**config.mk**
```make
export PLATFORM = sky130hd
export DESIGN_NAME = sorted_slot_table_flat
export DESIGN_NICKNAME = d
export VERILOG_FILES = /design/src/rtl/sst_pkg.sv /design/src/rtl/sst_in_if.sv /design/src/rtl/sst_out_if.sv /design/src/rtl/sorted_slot_table.sv /design/src/rtl/sst_ram.sv /design/src/rtl/sst_dp.sv /design/src/rtl/sst_ctrl.sv /design/src/flat_wrapper.sv
export SDC_FILE = /design/constraint.sdc
export NUM_CORES = 1
export LEC_CHECK = 0
export BUFFER_PORTS_ARGS = -buffer_cell sky130_fd_sc_hd__buf_2
export CAP_MARGIN = 20
export CORE_MARGIN = 2
export CORE_UTILIZATION = 45
export CTS_CLUSTER_DIAMETER = 150
export CTS_CLUSTER_SIZE = 25
export DETAILED_ROUTE_END_ITERATION = 10
export GPL_ROUTABILITY_DRIVEN = 0
export PLACE_DENSITY = 0.72
export RECOVER_POWER = 100
export SYNTH_ARGS = -nofsm -noshare
export SYNTH_HDL_FRONTEND = slang
export SYNTH_SLANG_ARGS = --single-unit
```
**constraint.sdc**
```tcl
create_clock -name clk -period 6.7 [get_ports clk]
set_input_delay 0.67 -clock clk [delete_from_list [all_inputs] [get_ports clk]]
set_output_delay 0.67 -clock clk [all_outputs]
set_load 0.02 [all_outputs]
```
**src/rtl/sst_pkg.sv**
```systemverilog
// Shared constants, codes and controller/datapath bundles for the sorted slot table.
package sst_pkg;

  // Table geometry
  localparam int CAPACITY = 32;
  localparam int IDX_W    = $clog2(CAPACITY + 1);
  localparam int ADDR_W   = $clog2(CAPACITY);
  localparam int KEY_W    = 14;

  // Field widths
  localparam int OP_W     = 2;
  localparam int MONTH_W  = 4;
  localparam int DAY_W    = 5;
  localparam int HOUR_W   = 5;
  localparam int STATUS_W = 3;

  // Range limits
  localparam logic [MONTH_W-1:0] MONTH_MAX = MONTH_W'(12);
  localparam logic [DAY_W-1:0]   DAY_MAX   = DAY_W'(31);
  localparam logic [HOUR_W-1:0]  HOUR_MAX  = HOUR_W'(23);

  // Operation codes
  localparam logic [OP_W-1:0] OP_INSERT = 2'd0;
  localparam logic [OP_W-1:0] OP_DELETE = 2'd1;
  localparam logic [OP_W-1:0] OP_LIST   = 2'd2;
  localparam logic [OP_W-1:0] OP_NONE   = 2'd3;

  // Result status codes
  localparam logic [STATUS_W-1:0] ST_OK        = 3'd0;
  localparam logic [STATUS_W-1:0] ST_BAD_MONTH = 3'd1;
  localparam logic [STATUS_W-1:0] ST_BAD_DAY   = 3'd2;
  localparam logic [STATUS_W-1:0] ST_BAD_HOUR  = 3'd3;
  localparam logic [STATUS_W-1:0] ST_OCCUPIED  = 3'd4;
  localparam logic [STATUS_W-1:0] ST_FULL      = 3'd5;
  localparam logic [STATUS_W-1:0] ST_EMPTY     = 3'd6;
  localparam logic [STATUS_W-1:0] ST_NOT_FOUND = 3'd7;

  // Index counter operations
  typedef enum logic [2:0] {
    IDX_HOLD,
    IDX_ZERO,
    IDX_INC,
    IDX_DEC,
    IDX_COUNT
  } idx_op_t;

  // Read address selection relative to the index
  typedef enum logic [1:0] {
    RD_IDX,
    RD_DEC,
    RD_INC
  } rd_sel_t;

  // Commands from controller to datapath
  typedef struct packed {
    logic                capture;
    idx_op_t             idx_op;
    logic                pos_load;
    logic                ram_re;
    rd_sel_t             rd_sel;
    logic                ram_we;
    logic                wr_key;
    logic                count_inc;
    logic                count_dec;
    logic                res_load;
    logic [STATUS_W-1:0] res_code;
    logic                out_load;
    logic                out_entry;
  } sst_cmd_t;

  // Status from datapath to controller
  typedef struct packed {
    logic [OP_W-1:0]     op;
    logic [STATUS_W-1:0] range_st;
    logic                count_zero;
    logic                count_full;
    logic                idx_at_count;
    logic                idx_at_pos;
    logic                idx_next_last;
    logic                cmp_lt;
    logic                cmp_eq;
    logic                out_free;
  } sst_stat_t;

endpackage

```
**src/rtl/sst_in_if.sv**
```systemverilog
// Request channel: operation and slot key words.
interface sst_in_if;
  import sst_pkg::*;

  logic               valid;
  logic               ready;
  logic [OP_W-1:0]    operation;
  logic [MONTH_W-1:0] slot_month;
  logic [DAY_W-1:0]   slot_day;
  logic [HOUR_W-1:0]  slot_hour;

  modport source (output valid, output operation, output slot_month, output slot_day,
                  output slot_hour, input ready);
  modport sink (input valid, input operation, input slot_month, input slot_day,
                input slot_hour, output ready);
endinterface

```
**src/rtl/sst_out_if.sv**
```systemverilog
// Response channel: status and listed entry words.
interface sst_out_if;
  import sst_pkg::*;

  logic                valid;
  logic                ready;
  logic [STATUS_W-1:0] status;
  logic                entry_valid;
  logic [MONTH_W-1:0]  entry_month;
  logic [DAY_W-1:0]    entry_day;
  logic [HOUR_W-1:0]   entry_hour;
  logic                last;

  modport source (output valid, output status, output entry_valid, output entry_month,
                  output entry_day, output entry_hour, output last, input ready);
  modport sink (input valid, input status, input entry_valid, input entry_month,
                input entry_day, input entry_hour, input last, output ready);
endinterface

```
**src/rtl/sorted_slot_table.sv**
```systemverilog
// Top level of the sorted slot table: controller, datapath and channel wiring.
//
//   channel | dir | modport | word
//   req     | in  | sink    | operation, slot_month, slot_day, slot_hour
//   rsp     | out | source  | status, entry_valid, entry_month/day/hour, last
//
// Insert/delete: a check step, then a read and a compare step per entry scanned
// and a read and a write step per entry shifted, then the result is posted; the
// entries scanned and shifted together number at most the count plus one. Each
// entry needs a read step and then a step to use it, set by the key store's single
// read port and registered read. List: a read, then an emit step per stored key.
// Reset clears the entry count and the controller; the store needs no clearing.
// A stalled rsp holds the controller in its emit step; req is taken only when idle,
// which may be while the last response word still waits in the output register.
module sorted_slot_table (
  input logic      clk,
  input logic      rst,
  sst_in_if.sink   req,
  sst_out_if.source rsp
);
  import sst_pkg::*;

  sst_cmd_t  cmd;
  sst_stat_t stat;

  sst_ctrl u_ctrl (
    .clk   (clk),
    .rst   (rst),
    .valid (req.valid),
    .ready (req.ready),
    .stat  (stat),
    .cmd   (cmd)
  );

  sst_dp u_dp (
    .clk             (clk),
    .rst             (rst),
    .cmd             (cmd),
    .stat            (stat),
    .in_operation    (req.operation),
    .in_month        (req.slot_month),
    .in_day          (req.slot_day),
    .in_hour         (req.slot_hour),
    .out_valid       (rsp.valid),
    .out_ready       (rsp.ready),
    .out_status      (rsp.status),
    .out_entry_valid (rsp.entry_valid),
    .out_month       (rsp.entry_month),
    .out_day         (rsp.entry_day),
    .out_hour        (rsp.entry_hour),
    .out_last        (rsp.last)
  );

endmodule

```
**src/rtl/sst_ram.sv**
```systemverilog
// Generic single-write, single-read RAM with registered read data.
module sst_ram #(
  parameter int WIDTH = 8,
  parameter int DEPTH = 32
) (
  input  logic                     clk,
  input  logic                     we,
  input  logic [$clog2(DEPTH)-1:0] waddr,
  input  logic [WIDTH-1:0]         wdata,
  input  logic                     re,
  input  logic [$clog2(DEPTH)-1:0] raddr,
  output logic [WIDTH-1:0]         rdata
);

  logic [WIDTH-1:0] mem [DEPTH];

  // Write port
  always_ff @(posedge clk) begin
    if (we) begin
      mem[waddr] <= wdata;
    end
  end

  // Registered read, hold when not enabled
  always_ff @(posedge clk) begin
    if (re) begin
      rdata <= mem[raddr];
    end
  end

endmodule

```
**src/rtl/sst_dp.sv**
```systemverilog
// Datapath: key store, entry count, index and position, output register.
module sst_dp (
  input  logic                      clk,
  input  logic                      rst,
  input  sst_pkg::sst_cmd_t         cmd,
  output sst_pkg::sst_stat_t        stat,
  input  logic [sst_pkg::OP_W-1:0]    in_operation,
  input  logic [sst_pkg::MONTH_W-1:0] in_month,
  input  logic [sst_pkg::DAY_W-1:0]   in_day,
  input  logic [sst_pkg::HOUR_W-1:0]  in_hour,
  output logic                        out_valid,
  input  logic                        out_ready,
  output logic [sst_pkg::STATUS_W-1:0] out_status,
  output logic                        out_entry_valid,
  output logic [sst_pkg::MONTH_W-1:0] out_month,
  output logic [sst_pkg::DAY_W-1:0]   out_day,
  output logic [sst_pkg::HOUR_W-1:0]  out_hour,
  output logic                        out_last
);
  import sst_pkg::*;

  logic [OP_W-1:0]     op;
  logic [MONTH_W-1:0]  month;
  logic [DAY_W-1:0]    day;
  logic [HOUR_W-1:0]   hour;
  logic [KEY_W-1:0]    key;
  logic [IDX_W-1:0]    count;
  logic [IDX_W-1:0]    idx;
  logic [IDX_W-1:0]    idx_next;
  logic [IDX_W-1:0]    pos;
  logic [STATUS_W-1:0] res_code;
  logic [IDX_W-1:0]    rd_idx;
  logic [KEY_W-1:0]    ram_q;
  logic [KEY_W-1:0]    wdata;
  logic                out_free;
  logic [STATUS_W-1:0] range_st;

  assign key = {month, day, hour};

  // Capture the request word
  always_ff @(posedge clk) begin
    if (cmd.capture) begin
      op    <= in_operation;
      month <= in_month;
      day   <= in_day;
      hour  <= in_hour;
    end
  end

  // Advance the index counter
  always_comb begin
    unique case (cmd.idx_op)
      IDX_HOLD:  idx_next = idx;
      IDX_ZERO:  idx_next = '0;
      IDX_INC:   idx_next = idx + IDX_W'(1);
      IDX_DEC:   idx_next = idx - IDX_W'(1);
      IDX_COUNT: idx_next = count;
      default:   idx_next = idx;
    endcase
  end

  always_ff @(posedge clk) begin
    if (rst) begin
      idx   <= '0;
      count <= '0;
    end else begin
      idx <= idx_next;
      if (cmd.count_inc) begin
        count <= count + IDX_W'(1);
      end else if (cmd.count_dec) begin
        count <= count - IDX_W'(1);
      end
    end
  end

  // Hold insert position and pending result code
  always_ff @(posedge clk) begin
    if (cmd.pos_load) begin
      pos <= idx;
    end
    if (cmd.res_load) begin
      res_code <= cmd.res_code;
    end
  end

  // Key store
  always_comb begin
    unique case (cmd.rd_sel)
      RD_IDX:  rd_idx = idx;
      RD_DEC:  rd_idx = idx - IDX_W'(1);
      RD_INC:  rd_idx = idx + IDX_W'(1);
      default: rd_idx = idx;
    endcase
  end

  assign wdata = cmd.wr_key ? key : ram_q;

  sst_ram #(
    .WIDTH (KEY_W),
    .DEPTH (CAPACITY)
  ) u_store (
    .clk   (clk),
    .we    (cmd.ram_we),
    .waddr (idx[ADDR_W-1:0]),
    .wdata (wdata),
    .re    (cmd.ram_re),
    .raddr (rd_idx[ADDR_W-1:0]),
    .rdata (ram_q)
  );

  // Range check in month, day, hour order
  always_comb begin
    priority if (month < MONTH_W'(1) || month > MONTH_MAX) begin
      range_st = ST_BAD_MONTH;
    end else if (day < DAY_W'(1) || day > DAY_MAX) begin
      range_st = ST_BAD_DAY;
    end else if (hour > HOUR_MAX) begin
      range_st = ST_BAD_HOUR;
    end else begin
      range_st = ST_OK;
    end
  end

  assign out_free           = !out_valid || out_ready;
  assign stat.op            = op;
  assign stat.range_st      = range_st;
  assign stat.count_zero    = (count == '0);
  assign stat.count_full    = (count == IDX_W'(CAPACITY));
  assign stat.idx_at_count  = (idx == count);
  assign stat.idx_at_pos    = (idx == pos);
  assign stat.idx_next_last = ((idx + IDX_W'(1)) == count);
  assign stat.cmp_lt        = (ram_q < key);
  assign stat.cmp_eq        = (ram_q == key);
  assign stat.out_free      = out_free;

  // Output register
  always_ff @(posedge clk) begin
    if (rst) begin
      out_valid <= 1'b0;
    end else if (cmd.out_load) begin
      out_valid <= 1'b1;
    end else if (out_ready) begin
      out_valid <= 1'b0;
    end
  end

  always_ff @(posedge clk) begin
    if (cmd.out_load) begin
      if (cmd.out_entry) begin
        out_status      <= ST_OK;
        out_entry_valid <= 1'b1;
        out_month       <= ram_q[KEY_W-1 -: MONTH_W];
        out_day         <= ram_q[HOUR_W +: DAY_W];
        out_hour        <= ram_q[HOUR_W-1:0];
        out_last        <= stat.idx_next_last;
      end else begin
        out_status      <= res_code;
        out_entry_valid <= 1'b0;
        out_month       <= '0;
        out_day         <= '0;
        out_hour        <= '0;
        out_last        <= 1'b1;
      end
    end
  end

  // Checks
  a_count_bound: assert property (@(posedge clk) disable iff (rst)
    count <= IDX_W'(CAPACITY))
    else $error("entry count above capacity");

  a_idx_bound: assert property (@(posedge clk) disable iff (rst)
    idx <= count)
    else $error("index beyond entry count");

  a_out_overwrite: assert property (@(posedge clk) disable iff (rst)
    cmd.out_load |-> (!out_valid || out_ready))
    else $error("output word overwritten while pending");

  a_count_step: assert property (@(posedge clk) disable iff (rst)
    (cmd.count_inc || cmd.count_dec) |-> !(cmd.count_inc && cmd.count_dec))
    else $error("count raised and lowered together");

endmodule

```
**src/rtl/sst_ctrl.sv**
```systemverilog
// Controller: sequences range check, scan, shift and list steps.
module sst_ctrl (
  input  logic               clk,
  input  logic               rst,
  input  logic               valid,
  output logic               ready,
  input  sst_pkg::sst_stat_t stat,
  output sst_pkg::sst_cmd_t  cmd
);
  import sst_pkg::*;

  localparam logic [3:0] S_IDLE  = 4'd0;
  localparam logic [3:0] S_CHECK = 4'd1;
  localparam logic [3:0] S_SRD   = 4'd2;
  localparam logic [3:0] S_SCMP  = 4'd3;
  localparam logic [3:0] S_IRD   = 4'd4;
  localparam logic [3:0] S_IWR   = 4'd5;
  localparam logic [3:0] S_IKEY  = 4'd6;
  localparam logic [3:0] S_DRD   = 4'd7;
  localparam logic [3:0] S_DWR   = 4'd8;
  localparam logic [3:0] S_RESP  = 4'd9;
  localparam logic [3:0] S_LRD   = 4'd10;
  localparam logic [3:0] S_LEM   = 4'd11;

  logic [3:0] state;
  logic [3:0] state_next;

  always_ff @(posedge clk) begin
    if (rst) begin
      state <= S_IDLE;
    end else begin
      state <= state_next;
    end
  end

  assign ready = (state == S_IDLE);

  // Next state and commands
  always_comb begin
    state_next    = state;
    cmd           = '0;
    cmd.idx_op    = IDX_HOLD;
    cmd.rd_sel    = RD_IDX;
    cmd.res_code  = ST_OK;
    unique case (state)
      S_IDLE: begin
        if (valid) begin
          cmd.capture = 1'b1;
          cmd.idx_op  = IDX_ZERO;
          state_next  = S_CHECK;
        end
      end
      S_CHECK: begin
        priority if (stat.op == OP_NONE) begin
          state_next = S_IDLE;
        end else if (stat.op == OP_LIST) begin
          if (stat.count_zero) begin
            cmd.res_load = 1'b1;
            cmd.res_code = ST_OK;
            state_next   = S_RESP;
          end else begin
            state_next = S_LRD;
          end
        end else if (stat.range_st != ST_OK) begin
          cmd.res_load = 1'b1;
          cmd.res_code = stat.range_st;
          state_next   = S_RESP;
        end else if (stat.op == OP_DELETE && stat.count_zero) begin
          cmd.res_load = 1'b1;
          cmd.res_code = ST_EMPTY;
          state_next   = S_RESP;
        end else begin
          state_next = S_SRD;
        end
      end
      // Scan for the first stored key not below the request key
      S_SRD: begin
        if (stat.idx_at_count) begin
          if (stat.op == OP_INSERT && !stat.count_full) begin
            cmd.pos_load = 1'b1;
            state_next   = S_IRD;
          end else begin
            cmd.res_load = 1'b1;
            cmd.res_code = (stat.op == OP_INSERT) ? ST_FULL : ST_NOT_FOUND;
            state_next   = S_RESP;
          end
        end else begin
          cmd.ram_re = 1'b1;
          state_next = S_SCMP;
        end
      end
      S_SCMP: begin
        priority if (stat.cmp_lt) begin
          cmd.idx_op = IDX_INC;
          state_next = S_SRD;
        end else if (stat.cmp_eq) begin
          if (stat.op == OP_INSERT) begin
            cmd.res_load = 1'b1;
            cmd.res_code = ST_OCCUPIED;
            state_next   = S_RESP;
          end else begin
            state_next = S_DRD;
          end
        end else if (stat.op == OP_INSERT && !stat.count_full) begin
          cmd.pos_load = 1'b1;
          cmd.idx_op   = IDX_COUNT;
          state_next   = S_IRD;
        end else begin
          cmd.res_load = 1'b1;
          cmd.res_code = (stat.op == OP_INSERT) ? ST_FULL : ST_NOT_FOUND;
          state_next   = S_RESP;
        end
      end
      // Shift entries up from the top down to the insert position
      S_IRD: begin
        if (stat.idx_at_pos) begin
          state_next = S_IKEY;
        end else begin
          cmd.ram_re = 1'b1;
          cmd.rd_sel = RD_DEC;
          state_next = S_IWR;
        end
      end
      S_IWR: begin
        cmd.ram_we = 1'b1;
        cmd.idx_op = IDX_DEC;
        state_next = S_IRD;
      end
      S_IKEY: begin
        cmd.ram_we    = 1'b1;
        cmd.wr_key    = 1'b1;
        cmd.count_inc = 1'b1;
        cmd.res_load  = 1'b1;
        cmd.res_code  = ST_OK;
        state_next    = S_RESP;
      end
      // Shift entries down over the deleted one
      S_DRD: begin
        if (stat.idx_next_last) begin
          cmd.count_dec = 1'b1;
          cmd.res_load  = 1'b1;
          cmd.res_code  = ST_OK;
          state_next    = S_RESP;
        end else begin
          cmd.ram_re = 1'b1;
          cmd.rd_sel = RD_INC;
          state_next = S_DWR;
        end
      end
      S_DWR: begin
        cmd.ram_we = 1'b1;
        cmd.idx_op = IDX_INC;
        state_next = S_DRD;
      end
      S_RESP: begin
        if (stat.out_free) begin
          cmd.out_load = 1'b1;
          state_next   = S_IDLE;
        end
      end
      // Emit stored keys in order
      S_LRD: begin
        cmd.ram_re = 1'b1;
        state_next = S_LEM;
      end
      S_LEM: begin
        if (stat.out_free) begin
          cmd.out_load  = 1'b1;
          cmd.out_entry = 1'b1;
          cmd.idx_op    = IDX_INC;
          state_next    = stat.idx_next_last ? S_IDLE : S_LRD;
        end
      end
      default: begin
        state_next = S_IDLE;
      end
    endcase
  end

  // Checks
  a_no_rw_clash: assert property (@(posedge clk) disable iff (rst)
    cmd.ram_we |-> !cmd.ram_re)
    else $error("store read and write in one cycle");

  a_resp_done: assert property (@(posedge clk) disable iff (rst)
    (state == S_RESP && stat.out_free) |=> state == S_IDLE)
    else $error("response did not finish the request");

  a_list_read: assert property (@(posedge clk) disable iff (rst)
    (state == S_LRD) |=> state == S_LEM)
    else $error("list read not followed by emit");

endmodule
```
**src/flat_wrapper.sv**
```systemverilog
// flat-port wrapper written by rule: the top's interface ports become plain ports
module sorted_slot_table_flat import sst_pkg::*;
  (clk, rst, req_valid, req_operation, req_slot_month, req_slot_day, req_slot_hour, req_ready, rsp_valid, rsp_status, rsp_entry_valid, rsp_entry_month, rsp_entry_day, rsp_entry_hour, rsp_last, rsp_ready);
  sst_in_if req_i ();
  sst_out_if rsp_i ();
  input logic clk;
  input logic rst;
  input wire logic [$bits(req_i.valid)-1:0] req_valid;
  input wire logic [$bits(req_i.operation)-1:0] req_operation;
  input wire logic [$bits(req_i.slot_month)-1:0] req_slot_month;
  input wire logic [$bits(req_i.slot_day)-1:0] req_slot_day;
  input wire logic [$bits(req_i.slot_hour)-1:0] req_slot_hour;
  output wire logic [$bits(req_i.ready)-1:0] req_ready;
  output wire logic [$bits(rsp_i.valid)-1:0] rsp_valid;
  output wire logic [$bits(rsp_i.status)-1:0] rsp_status;
  output wire logic [$bits(rsp_i.entry_valid)-1:0] rsp_entry_valid;
  output wire logic [$bits(rsp_i.entry_month)-1:0] rsp_entry_month;
  output wire logic [$bits(rsp_i.entry_day)-1:0] rsp_entry_day;
  output wire logic [$bits(rsp_i.entry_hour)-1:0] rsp_entry_hour;
  output wire logic [$bits(rsp_i.last)-1:0] rsp_last;
  input wire logic [$bits(rsp_i.ready)-1:0] rsp_ready;
  assign req_i.valid = req_valid;
  assign req_i.operation = req_operation;
  assign req_i.slot_month = req_slot_month;
  assign req_i.slot_day = req_slot_day;
  assign req_i.slot_hour = req_slot_hour;
  assign req_ready = req_i.ready;
  assign rsp_valid = rsp_i.valid;
  assign rsp_status = rsp_i.status;
  assign rsp_entry_valid = rsp_i.entry_valid;
  assign rsp_entry_month = rsp_i.entry_month;
  assign rsp_entry_day = rsp_i.entry_day;
  assign rsp_entry_hour = rsp_i.entry_hour;
  assign rsp_last = rsp_i.last;
  assign rsp_i.ready = rsp_ready;
  sorted_slot_table u_core (.clk(clk), .rst(rst), .req(req_i), .rsp(rsp_i));
endmodule
```
* Word level (Yosys, flattened, before mapping) *
Memory sizes are Yosys's and may differ from the RTL's. A register that Yosys moved wholly into a read port is not among the register bits.
Cells that the tools add are included.

word-level totals
  register bits after elaboration = 61
  bits in writable memories = 448
  logic and storage cells = 137
  memories kept = 1

cells by class
  $add $sub $neg = 4
  $lt $le $gt $ge = 6
  equal/unequal tests = 28
  multiplexer cells = 66
  reduce and logical (&&, ||, !) cells = 16

memories
  name                     depth  bits a word  rd ports  clocked after memory_dff  write ports  line           text
  u_core.u_dp.u_store.mem  32     14           1         1                         1            sst_ram.sv:15  logic [WIDTH-1:0] mem [DEPTH];

operator list
  operator                                               count
  2-to-1 mux 4 bit                                       26
  one-hot mux 4 bit (12 select lines)                    1
  one-hot mux 6 bit (4 select lines)                     1
  one-hot mux 4 bit (5 select lines)                     1
  == test 6 bit                                          3
  2-to-1 mux 2 bit                                       9
  == test 4 x 3 -> 1 bit (second input constant)         4
  == test 4 bit (second input constant)                  4
  2-to-1 mux 1 bit                                       15
  one-hot mux 3 bit (5 select lines)                     1
  == test 14 bit                                         1
  < comparator 14 bit                                    1
  2-to-1 mux 14 bit                                      1
  adder 6 x 1 -> 6 bit (second input constant)           2
  2-to-1 mux 6 bit                                       2
  subtractor 6 x 1 -> 6 bit (second input constant)      2
  greater-than comparator 5 bit (second input constant)  2
  one-hot mux 5 bit (2 select lines)                     1
  2-to-1 mux 3 bit                                       3
  == test 4 x 2 -> 1 bit (second input constant)         2
  == test 2 bit (second input constant)                  3
  == test 3 x 2 -> 1 bit (second input constant)         2
  == test 6 bit (second input constant)                  1
  zero test 6 bit                                        1
  22 further kinds                                       31

* Depth between registers and ports, before layout *
  depth in word-level cells = 9
  depth in mapped cells = 20

* Modules after synthesis *
A second synthesis with hierarchy kept.

second synthesis, totals
  cell total of the unflattened synthesis = 1449
  area, all modules = 22307.6 sq um

by module, submodules not included
  module    instances  cells an instance  area an instance (sq um)
  sst_ram   1          1006               18151.2
  sst_dp    1          327                3423.3
  sst_ctrl  1          116                733.2

* Least setup slack after synthesis *
No wires, ideal clock.

  path type = flip-flop to flip-flop
  start = reg u_core.u_dp.idx[0]
  end = reg u_core.u_dp.u_store.rdata[10] (read register of u_core.u_dp.u_store.mem), data pin
  arrival = 3460 ps
  path slack = 2971 ps
  stages on the path, launching flop included = 21
  clock period less this slack = 3729 ps
  path through = dfxtp_1 -> buf_6 -> inv_1 -> ha_1 -> xor2_1 -> nor3_1 -> o211a_1 -> nor2_1 -> nand3_1 -> inv_1 -> ha_1 -> buf_2 -> nor2_2 -> nor3_2 -> a21oi_4 -> buf_12 -> buf_8 -> mux4_2 -> mux2i_1 -> a22o_1 -> a221oi_2

on the way
  longest elaborated chain between the ends = 6

RTL lines
  what                                                            line             text
  from (decl)                                                     sst_dp.sv:28     logic [IDX_W-1:0] idx;
  from (signal assigned)                                          sst_dp.sv:67     idx <= idx_next;
  adder 6 x 1 -> 6 bit                                            sst_dp.sv:131    assign stat.idx_next_last = ((idx + IDX_W'(1)) == count);
  == test 6 bit                                                   sst_dp.sv:131
  2-to-1 mux 3 bit                                                sst_ctrl.sv:139  if (stat.idx_next_last) begin
  one-hot mux 2 bit (2 select lines)                              sst_ctrl.sv:45   unique case (state)
  == test 2 bit / == test 2 x 1 -> 1 bit (equally long branches)  sst_dp.sv:88     unique case (cmd.rd_sel)
  one-hot mux 5 bit (2 select lines)                              sst_dp.sv:88
  to (decl)                                                       sst_ram.sv:12    output logic [WIDTH-1:0] rdata

Parallel ways exist; a longest one is shown, timed or not.
A chain may end at the register's enable or synchronous reset.

* Worst setup path in the final report *
  start = reg u_core.u_dp.idx[3]
  end = reg u_core.u_dp.u_store.rdata[9] (read register of u_core.u_dp.u_store.mem), data pin

The elaborated chain is that of the path after synthesis.

==> summary.md <==
| Metric | Value |
|---|---|
| Net Sw Frac | between 20% and 30% |
| Largest net degree at the start of global routing | 44 |
| Core area | approximately 0.048 mm2 |
| ANT nets after route | 0 |
| Final number of max-transition violations | slightly above 600 |
| Mux cell area share after synthesis | approximately 14% |
| Via count | 11300 |
| Largest family of logic cells by synthesized area | multiplexers |
| Most used DFF post-synth | edfxtp_1 |
| Post-synthesis compound-gate area fraction | around 4.7% |
| Failing checks | capacitance limit, slew limit |
| Syn Inst Count | roughly 1200 |
| Sequential power share | a little under three fifths |
| R2R depth | 14 |
| Setup TNS | 0 ns |
| Setup Fix Bufs, Post-CTS | 0 |
| Synthesis Warnings | 0 |
| Yosys top cell area share | 69.5% |
| Synth Area in Adders | between 1.5 and 2% |
| Final hold slack | about 0.26 ns |
| Placed insts | ~1800 |
| Most used routing layer | met2 |
| Internal power | about 5000 uW |
| Synth Area in Simple Gates | under 10% |
| Most common cell in the synthesized netlist | edfxtp_1 |
| CTS Buf Count | 24 |
| Root Buffer | clkbuf_16 |
| CP Launch Type | flip-flop |
| Reg-to-reg endpoint | u_core.u_dp.u_store.rdata[9]$_DFFE_PP_ |
| First-pass GRT wire length | slightly above 70000 um |
| Deepest clock path buffer count | 3 |
| # diodes | 0 |
| Worst Setup Path Type | reg2reg |
| Clk_lat worst skew | around 0.6 ns |
| Syn avg cell area | 18.4 um2 |
| Worst path required time | approximately 7.0 ns |
| Hold endpoint | u_core.u_dp.hour[1]$_DFFE_PP_ |
| Top cells by count, synth | edfxtp_1 (506), mux4_2 (112), nor2_1 (73) |
| Critical Path AT | 6.11 ns |
| Clk pin slew, worst setup/hold paths | between 0.1 and 0.15 ns |
| Syn Std Cell Area | ~0.022 mm2 |
| Initial Util | about 46% |
| Cell taking the most area after synthesis | edfxtp_1 |
| Pre-CTS setup slack | 1.18 ns |
| EDFF count, synth | a little over 500 |
| Final worst setup slack | approximately 0.9 ns |
| FF-to-FF Start | u_core.u_dp.idx[3]$_SDFFE_PP0P_ |
| CP max FO | 28 |
| Combinational fraction of design power | between 10% and 20% |
| Status | finished, violations left |
| Hold WC Path Type | in2reg |
| CP endpoint kind | flip-flop |
| Grt ovf | 0 |
| DR WL/cell | 26.2 um |
| Die height | 224 um |
| Xor/xnor share of the synthesized area | 1.16% |
| Core Util, Final | between 40 and 50% |
| Final Routed Wirelength | between 40000 and 50000 um |
| Worst Tran Pin Value | a little over 3 ns |
| Port bufs | 40 |
| Die Wd | between 200 and 250 um |
| Row cnt | 80 |
| Initial antenna violation count | 2 |
| Static leakage | 0.00734 uW |
| Fin crit share | between 80% and 90% |
| Final Non-Filler Cells | 1854 |
| CTS Sinks | roughly 520 |
| Worst vdd ir | 0.194 mV |
| # DRC | 0 |
| Worst reg2reg setup slack | 0.90 ns |
| Vias in the first global route | between 10000 and 15000 |
| RSZ-0062 raised after global routing | no |
| Ys async rst share | 0% |
| Routing usage on met3 | 3.08% |
| Syn nets | 1234 |
| Synth-to-Final Area Change | 6.34% |
| Total Nets Final | 1277 |
| Final Skew | between 0.02 and 0.025 ns |
| Top cells by area, synth | edfxtp_1 (70%), mux4_2 (12%), mux2i_1 (2.8%), dfxtp_1 (1.6%), ha_1 (1.4%) |
| Pwr dens | just under 300 mW/mm2 |
| IO Pins | ~40 |
| Routing usage on met2 | a little under a third |
| Via density | a little over 6 |
| Post-CTS sizing | 0 |
| Initial DRT Pass Iterations | 8 |
| Clk network pwr share | about a quarter |
| Synthesized flop and latch total | around 520 |
| Synth cell types | 72 |
| Post-route minimum period | about 5.8 ns |
| Die area | about 0.050 mm2 |
| Headroom to the max-slew limit | -106% |
| Setup-failing EPs final | 0 |
| Hpwl dp | 30400 um |
| Hold depth | 1 |
| Max_cap viols | 35 |
| GR Util met1 | 26.7% |
| Initial DRC count | 1565 |
| Final Hold Vio Count | 0 |
| Net Sw Power | 1850 uW |
| Hold_sp | req_slot_hour[1] |
| Max Clk Rate | approximately 170 MHz |
| Hold-fix buffers, CTS | 0 |
| Layout cells sized above 1 | 15.4% |
| Sequential area share after synthesis | approximately 71% |
| CTS tree | done |
| All-Layer GR Usage | 19.2% |
| H-tree depth | 1 |
## cell families after synthesis
kind of cell,after synthesis
buffers and inverters,93
multiplexers,173
flip-flops,523
adder cells (fa/ha/maj),26
AO/OA/AOI/OAI,138
AND/OR/NAND/NOR,206
XOR/XNOR,29
## metal layers
metal	part of all wire (%)	wire, um
met1	40	19600
met2	49	23900
met3	8.0	3900
met4	2.5	1210
met5	0.027	13
## layout by cell type (no fill, tap or decap), types with 8 or more instances in the layout
cell and instances:
edfxtp_1 506, mux4_2 112, nor2_1 73, mux2i_1 61, clkbuf_1 53, nand2_1 50
inv_1 30, a21oi_1 30, o21ai_0 25, ha_1 25, clkbuf_16 24, xnor2_1 20
buf_2 19, dfxtp_1 17, a22o_1 14, a221oi_1 11, and2_0 11, nor3_1 10
buf_4 10, xor2_1 9, nand3_1 8
## worst max-delay path, cell delays in order, from the launching register on
cell and delay, ns:
dfxtp_1 0.32, clkbuf_1 0.72, nand3_1 0.36, or3_1 0.44
xnor2_1 0.14, o211a_1 0.18, nor2_1 0.16, nand3_1 0.15
ha_1 0.67, nor2_1 0.15, a21oi_4 0.82, buf_12 0.31
mux4_2 0.34, mux2i_1 0.55, a221oi_1 0.20
## registers in the layout (all words and copies together) (netlist names)
signal and count:
u_core.u_ctrl.state 4, u_core.u_dp.count 6, u_core.u_dp.day 5, u_core.u_dp.hour 5
u_core.u_dp.idx 6, u_core.u_dp.month 4, u_core.u_dp.op 2, u_core.u_dp.out_day 5
u_core.u_dp.out_entry_valid 1, u_core.u_dp.out_hour 5, u_core.u_dp.out_last 1, u_core.u_dp.out_month 4
u_core.u_dp.out_status 3, u_core.u_dp.out_valid 1, u_core.u_dp.pos 6, u_core.u_dp.res_code 3
u_core.u_dp.u_store.mem 448, u_core.u_dp.u_store.rdata 14
## through the flow
step | instance area (um2) | total power, uW
final | 23200 | 6840
after CTS | 23500 | 6900
after floorplan | 21900 | 4930
after global routing | 23200 | 7070
after global placement | 22800 | 5290
after detailed placement | 22800 | 5320
## power by group through the flow
| stage | clock network (uW) | logic (uW) | registers [uW] |
|---|---|---|---|
| after floorplan | 0 | 1030 | 3900 |
| after global placement | 0 | 1330 | 3960 |
| after detailed placement | 0 | 1360 | 3960 |
| after CTS | 1650 | 1360 | 3880 |
| after global routing | 1740 | 1420 | 3910 |
| final | 1620 | 1320 | 3900 |
## cell type report
class	instances	area (um2)
clock buffer	32	631
clock inverter	2	20.0
fill	3926	24600
inverter	31	116
multi-input combinational	572	5730
sequential	523	15500
tap	615	769
timing repair buffer	79	439
## worst max-delay path by stage
stage / from / endpoint / slack, ns / depth (start not counted)
final: u_core.u_dp.idx[3]$_SDFFE_PP0P_ / u_core.u_dp.u_store.rdata[9]$_DFFE_PP_ / 0.90 / 14
after floorplan: u_core.u_dp.idx[0]$_SDFFE_PP0P_ / u_core.u_dp.u_store.rdata[10]$_DFFE_PP_ / 2.97 / 20
after detailed placement: u_core.u_dp.idx[4]$_SDFFE_PP0P_ / u_core.u_dp.u_store.rdata[4]$_DFFE_PP_ / 1.18 / 13
after global placement: u_core.u_dp.idx[4]$_SDFFE_PP0P_ / u_core.u_dp.u_store.rdata[4]$_DFFE_PP_ / 1.33 / 13
after CTS: u_core.u_dp.idx[4]$_SDFFE_PP0P_ / u_core.u_dp.u_store.rdata[4]$_DFFE_PP_ / 1.15 / 13
after global routing: u_core.u_dp.idx[3]$_SDFFE_PP0P_ / u_core.u_dp.u_store.rdata[11]$_DFFE_PP_ / 0.63 / 14
Power figures use the tool's default switching activity.
